$ cat src/rtl/pal_pkg.sv
package pal_pkg;

  localparam int CAPACITY = 16;
  localparam int DATA_W   = 32;
  localparam int POS_W    = 4;
  localparam int CNT_OUT_W = 5;
  localparam int CNT_W    = $clog2(CAPACITY + 1);
  // width wide enough for positions, cell indexes and the count
  localparam int PW       = (CNT_W > POS_W) ? CNT_W : POS_W;

  typedef enum logic [1:0] {
    KIND_INSERT = 2'd0,
    KIND_DELETE = 2'd1,
    KIND_LOCATE = 2'd2
  } pal_kind_t;

  typedef struct packed {
    logic [1:0]               kind;
    logic [POS_W-1:0]         position;
    logic signed [DATA_W-1:0] value;
  } pal_in_t;

  typedef struct packed {
    logic                     ok;
    logic signed [DATA_W-1:0] removed_value;
    logic [POS_W-1:0]         found_index;
    logic [CNT_OUT_W-1:0]     count;
  } pal_out_t;

  // broadcast to every cell
  typedef struct packed {
    logic                     ins;
    logic                     del;
    logic [PW-1:0]            pos;
    logic [PW-1:0]            cnt;
    logic signed [DATA_W-1:0] value;
  } pal_ctl_t;

endpackage

$ cat src/rtl/pal_cell.sv
module pal_cell
  import pal_pkg::*;
(
  input  logic                     clk,
  input  logic [PW-1:0]            idx,
  input  pal_ctl_t                 ctl,
  input  logic signed [DATA_W-1:0] prev_data,
  input  logic signed [DATA_W-1:0] next_data,
  output logic signed [DATA_W-1:0] data,
  output logic                     match,
  output logic signed [DATA_W-1:0] hit_data
);

  logic signed [DATA_W-1:0] data_r;
  logic signed [DATA_W-1:0] data_nxt;

  always_comb begin
    data_nxt = data_r;
    if (ctl.ins && (idx > ctl.pos)) begin
      data_nxt = prev_data;
    end else if (ctl.ins && (idx == ctl.pos)) begin
      data_nxt = ctl.value;
    end else if (ctl.del && (idx >= ctl.pos)) begin
      data_nxt = next_data;
    end
  end

  always_ff @(posedge clk) begin
    data_r <= data_nxt;
  end

  assign data     = data_r;
  assign match    = (idx < ctl.cnt) && (data_r == ctl.value);
  // only the addressed cell drives its word, the rest give zero
  assign hit_data = (idx == ctl.pos) ? data_r : '0;

endmodule

$ cat src/rtl/positional_array_list.sv
// a result strobes on out_valid in the cycle after start is taken
// throughput: one request per cycle, busy stays low; the cell row shifts
// and compares all entries in the same cycle, then the result register loads
// reset: synchronous active-low rst_n clears the count and out_valid;
// entry contents are not cleared, only entries below the count are read
// the receiver cannot stall; each result is shown for exactly one cycle
module positional_array_list
  import pal_pkg::*;
(
  input  logic     clk,
  input  logic     rst_n,
  input  logic     start,
  output logic     busy,
  input  pal_in_t  in_data,
  output logic     out_valid,
  output pal_out_t out_data
);

  logic                     take;
  logic                     ins_ok;
  logic                     del_ok;
  logic                     loc;
  logic [PW-1:0]            pos_w;
  logic [CNT_W-1:0]         cnt_r;
  logic [CNT_W-1:0]         cnt_nxt;
  logic [PW-1:0]            cnt_w;
  pal_ctl_t                 ctl;
  logic                     out_valid_r;
  pal_out_t                 out_data_r;
  pal_out_t                 out_nxt;
  logic signed [DATA_W-1:0] cell_data [CAPACITY];
  logic signed [DATA_W-1:0] cell_hit  [CAPACITY];
  logic [CAPACITY-1:0]      cell_match;
  logic signed [DATA_W-1:0] removed;
  logic                     found;
  logic [PW-1:0]            found_idx;

  assign take   = start;
  assign busy   = 1'b0;
  assign pos_w  = PW'(in_data.position);
  assign cnt_w  = PW'(cnt_r);
  assign ins_ok = take && (in_data.kind == KIND_INSERT) &&
                  (cnt_w < PW'(CAPACITY)) && (pos_w <= cnt_w);
  assign del_ok = take && (in_data.kind == KIND_DELETE) && (pos_w < cnt_w);
  assign loc    = in_data.kind == KIND_LOCATE;

  always_comb begin
    ctl       = '0;
    ctl.ins   = ins_ok;
    ctl.del   = del_ok;
    ctl.pos   = pos_w;
    ctl.cnt   = cnt_w;
    ctl.value = in_data.value;
  end

  genvar g;
  generate
    for (g = 0; g < CAPACITY; g++) begin : g_cell
      logic signed [DATA_W-1:0] prev_d;
      logic signed [DATA_W-1:0] next_d;
      if (g == 0) begin : g_first
        assign prev_d = '0;
      end else begin : g_mid_lo
        assign prev_d = cell_data[g-1];
      end
      if (g == CAPACITY - 1) begin : g_last
        assign next_d = cell_data[g];
      end else begin : g_mid_hi
        assign next_d = cell_data[g+1];
      end
      pal_cell u_cell (
        .clk       (clk),
        .idx       (PW'(g)),
        .ctl       (ctl),
        .prev_data (prev_d),
        .next_data (next_d),
        .data      (cell_data[g]),
        .match     (cell_match[g]),
        .hit_data  (cell_hit[g])
      );
    end
  endgenerate

  // lowest matching cell wins
  always_comb begin
    found     = 1'b0;
    found_idx = '0;
    for (int i = CAPACITY - 1; i >= 0; i--) begin
      if (cell_match[i]) begin
        found     = 1'b1;
        found_idx = PW'(i);
      end
    end
  end

  always_comb begin
    removed = '0;
    for (int i = 0; i < CAPACITY; i++) begin
      removed = removed | cell_hit[i];
    end
  end

  always_comb begin
    cnt_nxt = cnt_r;
    if (ins_ok) begin
      cnt_nxt = cnt_r + CNT_W'(1);
    end else if (del_ok) begin
      cnt_nxt = cnt_r - CNT_W'(1);
    end
  end

  always_comb begin
    out_nxt               = '0;
    out_nxt.ok            = ins_ok || del_ok || (loc && found);
    out_nxt.removed_value = del_ok ? removed : '0;
    out_nxt.found_index   = (loc && found) ? POS_W'(found_idx) : '0;
    out_nxt.count         = CNT_OUT_W'(cnt_nxt);
  end

  always_ff @(posedge clk) begin
    if (!rst_n) begin
      cnt_r       <= '0;
      out_valid_r <= 1'b0;
    end else begin
      cnt_r       <= cnt_nxt;
      out_valid_r <= take;
    end
  end

  always_ff @(posedge clk) begin
    if (take) begin
      out_data_r <= out_nxt;
    end
  end

  assign out_valid = out_valid_r;
  assign out_data  = out_data_r;

endmodule

$ cat config.mk
export PLATFORM = sky130hd
export DESIGN_NAME = positional_array_list
export DESIGN_NICKNAME = d
export VERILOG_FILES = /design/src/rtl/pal_pkg.sv /design/src/rtl/pal_cell.sv /design/src/rtl/positional_array_list.sv
export SDC_FILE = /design/constraint.sdc
export NUM_CORES = 2
export LEC_CHECK = 0
export ABC_AREA = 0
export ABC_CLOCK_PERIOD_IN_PS = 7300
export BUFFER_PORTS_ARGS = -buffer_cell sky130_fd_sc_hd__buf_4
export CORE_ASPECT_RATIO = 2
export CORE_MARGIN = 1
export CORE_UTILIZATION = 60
export DETAILED_ROUTE_END_ITERATION = 8
export HOLD_SLACK_MARGIN = 0.15
export PLACE_DENSITY_LB_ADDON = 0.1
export SYNTH_ARGS = -nofsm -noshare
export SYNTH_HDL_FRONTEND = slang
export SYNTH_SLANG_ARGS = --single-unit
$ cat constraint.sdc
create_clock -name clk -period 7.3 [get_ports clk]
set_input_delay 1.095 -clock clk [delete_from_list [all_inputs] [get_ports clk]]
set_output_delay 1.095 -clock clk [all_outputs]
set_load 0.01 [all_outputs]
==> results of run 1 <==
cell families after synthesis:
family,synth area share (%)
AO/OA/AOI/OAI,14.1
XOR/XNOR,12.3
adder cells (fa/ha/maj),0.240
buffers and inverters,4.27
flip-flops,46.0
multiplexers,12.3
other,0.0103
AND/OR/NAND/NOR,10.7
synthesized netlist by cell type (all sizes together) (8+ instances only):
cell,number
inv,8
buf,161
a31oi,67
a22oi,71
a21oi,330
a221o,32
a22o,93
mux2i,377
nor4,70
o21ai,76
o22ai,8
mux2,64
nand3,25
xor2,234
nand4,80
nor3,24
nor2,392
nand2,156
clkbuf,183
a221oi,93
and3,66
xnor2,280
edfxtp,554
and2,11
metrics by stage:
step | setup WS (ns) | hold WS [ns] | cells
detailed placement | 1.68 | 0.626 | 4100
floorplan | 1.13 | 0.582 | 3508
CTS | 2.26 | 0.641 | 4198
global placement | 1.85 | 0.609 | 4100
layer usage:
metal	GRT overflow	GRT usage (%)
met5	0	21.3
met4	5	64.8
met3	0	48.1
met2	6	87.2
met1	0	70.4
==> results.sh, run 1 <==
export IMPL_synth_top_cell_by_area="edfxtp_1"
export IMPL_synthArstFlopShare_pct=0
export IMPL_track_usage_pct=68.3
export IMPL_grt_ovfl_total=11
export IMPL_synth_top_cell_area_share_pct=45.6
export IMPL_die_w_um=176
export IMPL_grt_pass1_wl_um=289000
export IMPL_ys_seq_area_share_pct=46.0
export IMPL_synth_fp_nets=3556
export IMPL_avgSynthCellArea_um2=10.4
export IMPL_stop_error="[ERROR GRT-0116] Global routing finished with congestion. Check the congestion regions in the DRC Viewer."
export IMPL_numCtsBuffers=53
export IMPL_synth_edff_count=554
export IMPL_cts_hold_buf=0
export IMPL_netlist_instances=3508
export IMPL_ctsHtreeMaxLevel=2
export IMPL_fp_row_count=127
export IMPL_lastStage="global routing"
export IMPL_post_cts_buffers=0
export IMPL_status="stopped before the end"
export IMPL_cts_resized=0
export IMPL_synth_area_leaders="edfxtp_1 (46%), mux2i_1 (10%), xnor2_1 (6.7%)"
export IMPL_ys_ff_latch=560
export IMPL_initial_core_util_pct=60.7
export IMPL_dp_hpwl_um=133000
export IMPL_place_gp_congestion=1.23
export IMPL_clkSinkCount=560
export IMPL_grt_pass1_vias=34691
export IMPL_cts_root_buf="clkbuf_16"
export IMPL_io_pin_count=85
export IMPL_synth_flop_cell="edfxtp_1"
export IMPL_cts_buffer_depth=3
export IMPL_ys_warn_count=0
export IMPL_post_dp_cell_area_um2=37500
export IMPL_portBuffers=83
export IMPL_ys_types=58
export IMPL_grt_max_degree=97
export IMPL_syn_cell_area_um2=36500
export IMPL_die_height_um=351
==> run 2, diff against run 1 <==
Settings changed: CORE_ASPECT_RATIO 2 to not set, CORE_UTILIZATION 60 to 40, HOLD_SLACK_MARGIN 0.15 to not set, PLACE_DENSITY_LB_ADDON 0.1 to 0.15.
==> results.sh, run 2 <==
export IMPL_hold_class="reg -> reg"
export IMPL_rsz0062_at_grt="no"
export IMPL_nets=3461
export IMPL_post_cts_buffers=0
export IMPL_r2r_cells=12
export IMPL_r2r_start="cnt_r[1]"
export IMPL_p_clk_share_pct=42.8
export IMPL_p_sw_w=0.00256
export IMPL_tns_ns=0
export IMPL_largest_register_ff_count=512
export IMPL_clkSlewWorstSetupHoldPaths_ns=0.06
export IMPL_synth_edff_count=554
export IMPL_cts_hold_buf=0
export IMPL_fin_crit_sh_pct=67.2
export IMPL_dp_cells=4516
export IMPL_cts_resized=0
export IMPL_syn_cell_area_um2=36500
export IMPL_grt_pass1_vias=29836
export IMPL_core_um2=90100
export IMPL_end_kind="register"
export IMPL_intPower_w=0.00616
export IMPL_place_gp_congestion=1.09
export IMPL_synth_top_cell_area_share_pct=45.6
export IMPL_worstSetupPathType="reg -> reg"
export IMPL_ys_types=58
export IMPL_slew_violations=0
export IMPL_hp_start="g_cell[0].u_cell.data[10]"
export IMPL_critPathArrivalTime_ns=5.30
export IMPL_drc=0
export IMPL_numCtsBuffers=71
export IMPL_clkSinkCount=560
export IMPL_final_cells=4648
export IMPL_fin_worst_hold_slack_ns=0.639
export IMPL_final_hold_viol_count=0
export IMPL_dieArea_um2=92400
export IMPL_start_kind="register"
export IMPL_seqPwrFrac_pct=43.6
export IMPL_synthArstFlopShare_pct=0
export IMPL_initial_core_util_pct=40.4
export IMPL_grt_pass1_wl_um=286000
export IMPL_fmax_mhz=204
export IMPL_final_setup_skew_ns=0.0275
export IMPL_fin_crit_ns=4.90
export IMPL_combPwrFrac_pct=13.6
export IMPL_antenna_found_initial=18
export IMPL_dr_first_iter_drc_count=5784
export IMPL_worstMarginPinSlew_ns=1.45
export IMPL_synth_area_leaders="edfxtp_1 (46%), mux2i_1 (10%), xnor2_1 (6.7%)"
export IMPL_worstSetupStartpoint="cnt_r[1]"
export IMPL_clock_latency_ns=0.66
export IMPL_cap_violations=0
export IMPL_grt_max_degree=85
export IMPL_finalSetupViolCount=0
export IMPL_cts_buffer_depth=3
export IMPL_synth_fp_nets=3556
export IMPL_avgSynthCellArea_um2=10.4
export IMPL_p_per_area_nw_per_um2=215
export IMPL_synth_flop_cell="edfxtp_1"
export IMPL_final_common_cell="edfxtp_1"
export IMPL_firstDrtPassIters=6
export IMPL_ys_warn_count=0
export IMPL_synthToLayoutAreaGrowth_pct=11.2
export IMPL_grt_ovfl_total=0
export IMPL_hold_end="g_cell[1].u_cell.data[10]"
export IMPL_rrSetupSlack_ns=2.40
export IMPL_switching_share_pct=29.4
export IMPL_synth_top_cell_by_area="edfxtp_1"
export IMPL_track_usage_pct=46.0
export IMPL_status="finished clean"
export IMPL_io_pin_count=85
export IMPL_die_height_um=304
export IMPL_ant_nets=0
export IMPL_met3_usage_pct=16.5
export IMPL_routed_wl_um=217000
export IMPL_ys_ff_latch=560
export IMPL_yosysMostFrequentCell="edfxtp_1"
export IMPL_wl_per_cell_um=46.7
export IMPL_required_ns=7.70
export IMPL_timing_rr_end="g_cell[12].u_cell.data[12]"
export IMPL_ys_seq_area_share_pct=46.0
export IMPL_ctsHtreeMaxLevel=3
export IMPL_dp_hpwl_um=153000
export IMPL_slew_headroom_pct=2.75
export IMPL_p_leak_nw=15.8
export IMPL_synth_common_cells="edfxtp_1 (554), nor2_1 (390), mux2i_1 (377), a21oi_1 (330), xnor2_1 (280)"
export IMPL_gr_usage_met1_pct=59.9
export IMPL_fp_row_count=110
export IMPL_busiest_layer="met2"
export IMPL_die_w_um=304
export IMPL_cts_root_buf="clkbuf_16"
export IMPL_cts_tree="built"
export IMPL_min_path_cells=1
export IMPL_critPathMaxFanout=25
export IMPL_via_per_inst=7.03
export IMPL_drive_gt1_share_pct=12.0
export IMPL_use_met2_pct=64.7
export IMPL_ir_drop_uv=163
export IMPL_portBuffers=83
export IMPL_dr_total_vias=32662
export IMPL_final_cell_mix="edfxtp_1 (554), mux2i_1 (377), nor2_1 (366), a21oi_1 (329), xnor2_1 (280)"
export IMPL_netlist_instances=3508
[run 2: metrics by stage]
step                util, %  cell area [um2]  setup WS, ns  power [W]
floorplan                 -            36500          1.13    0.00438
global placement       42.3            38200          1.98    0.00498
detailed placement     42.3            38200          2.03    0.00498
CTS                    45.0            40500          2.66    0.00866
global route           45.0            40500          2.34    0.00885
finish                 45.0            40500          2.40    0.00873
[run 2: logic make-up (layout without fill, tap and decap cells)]
kind of cell	count (synthesis)	after routing	share of synthesized area (%)
buffers and inverters	353	310	4.27
AND/OR/NAND/NOR	843	843	10.7
multiplexers	441	441	12.3
XOR/XNOR	514	514	12.3
flip-flops	560	560	46.0
other	1	8	0.0103
AO/OA/AOI/OAI	789	789	14.1
adder cells (fa/ha/maj)	7	7	0.240
[run 2: final cells by class]
| cell class | count | area (um2) |
|---|---|---|
| Antenna cell | 7 | 17.5 |
| Clock buffer | 88 | 1940 |
| Clock inverter | 37 | 420 |
| Fill cell | 8487 | 49600 |
| Inverter | 9 | 33.8 |
| Multi-Input combinational cell | 2595 | 18500 |
| Sequential cell | 560 | 16800 |
| Tap cell | 1176 | 1470 |
| Timing Repair Buffer | 176 | 1400 |
[run 2: worst max-delay path, stage by stage (launching register included)]
cell and delay [ns]:
dfxtp_1 0.66, inv_1 0.26, ha_1 0.35, nor2b_1 0.13
o21a_1 0.16, o21a_1 0.18, o211ai_1 0.20, and2_4 0.42
buf_4 0.50, nand2_2 0.69, buf_4 0.56, mux2i_1 0.26
a21oi_1 0.09
[run 2: worst max path at each step]
stage / end
3_3_place_gp: g_cell[7].u_cell.data[30]
3_5_place_dp: g_cell[7].u_cell.data[8]
2_1_floorplan: g_cell[2].u_cell.data[0]
6_report: g_cell[12].u_cell.data[12]
5_1_grt: g_cell[13].u_cell.data[3]
4_1_cts: g_cell[11].u_cell.data[18]
[run 2: power groups by stage]
stage / Combinational (W) / Clock (W) / Sequential, W
after floorplan: 0.000592 / 0 / 0.00378
after CTS: 0.00113 / 0.00375 / 0.00379
final: 0.00119 / 0.00374 / 0.00380
after global placement: 0.00112 / 0 / 0.00385
after detailed placement: 0.00112 / 0 / 0.00386
after global routing: 0.00119 / 0.00386 / 0.00380
[run 2: routing by layer]
layer  part of all wire [%]  wire length, um
met5                   0.11              239
met4                    7.2            15700
met3                     13            29100
met2                     41            88600
met1                     38            83400
Power figures use the tool's default switching activity.
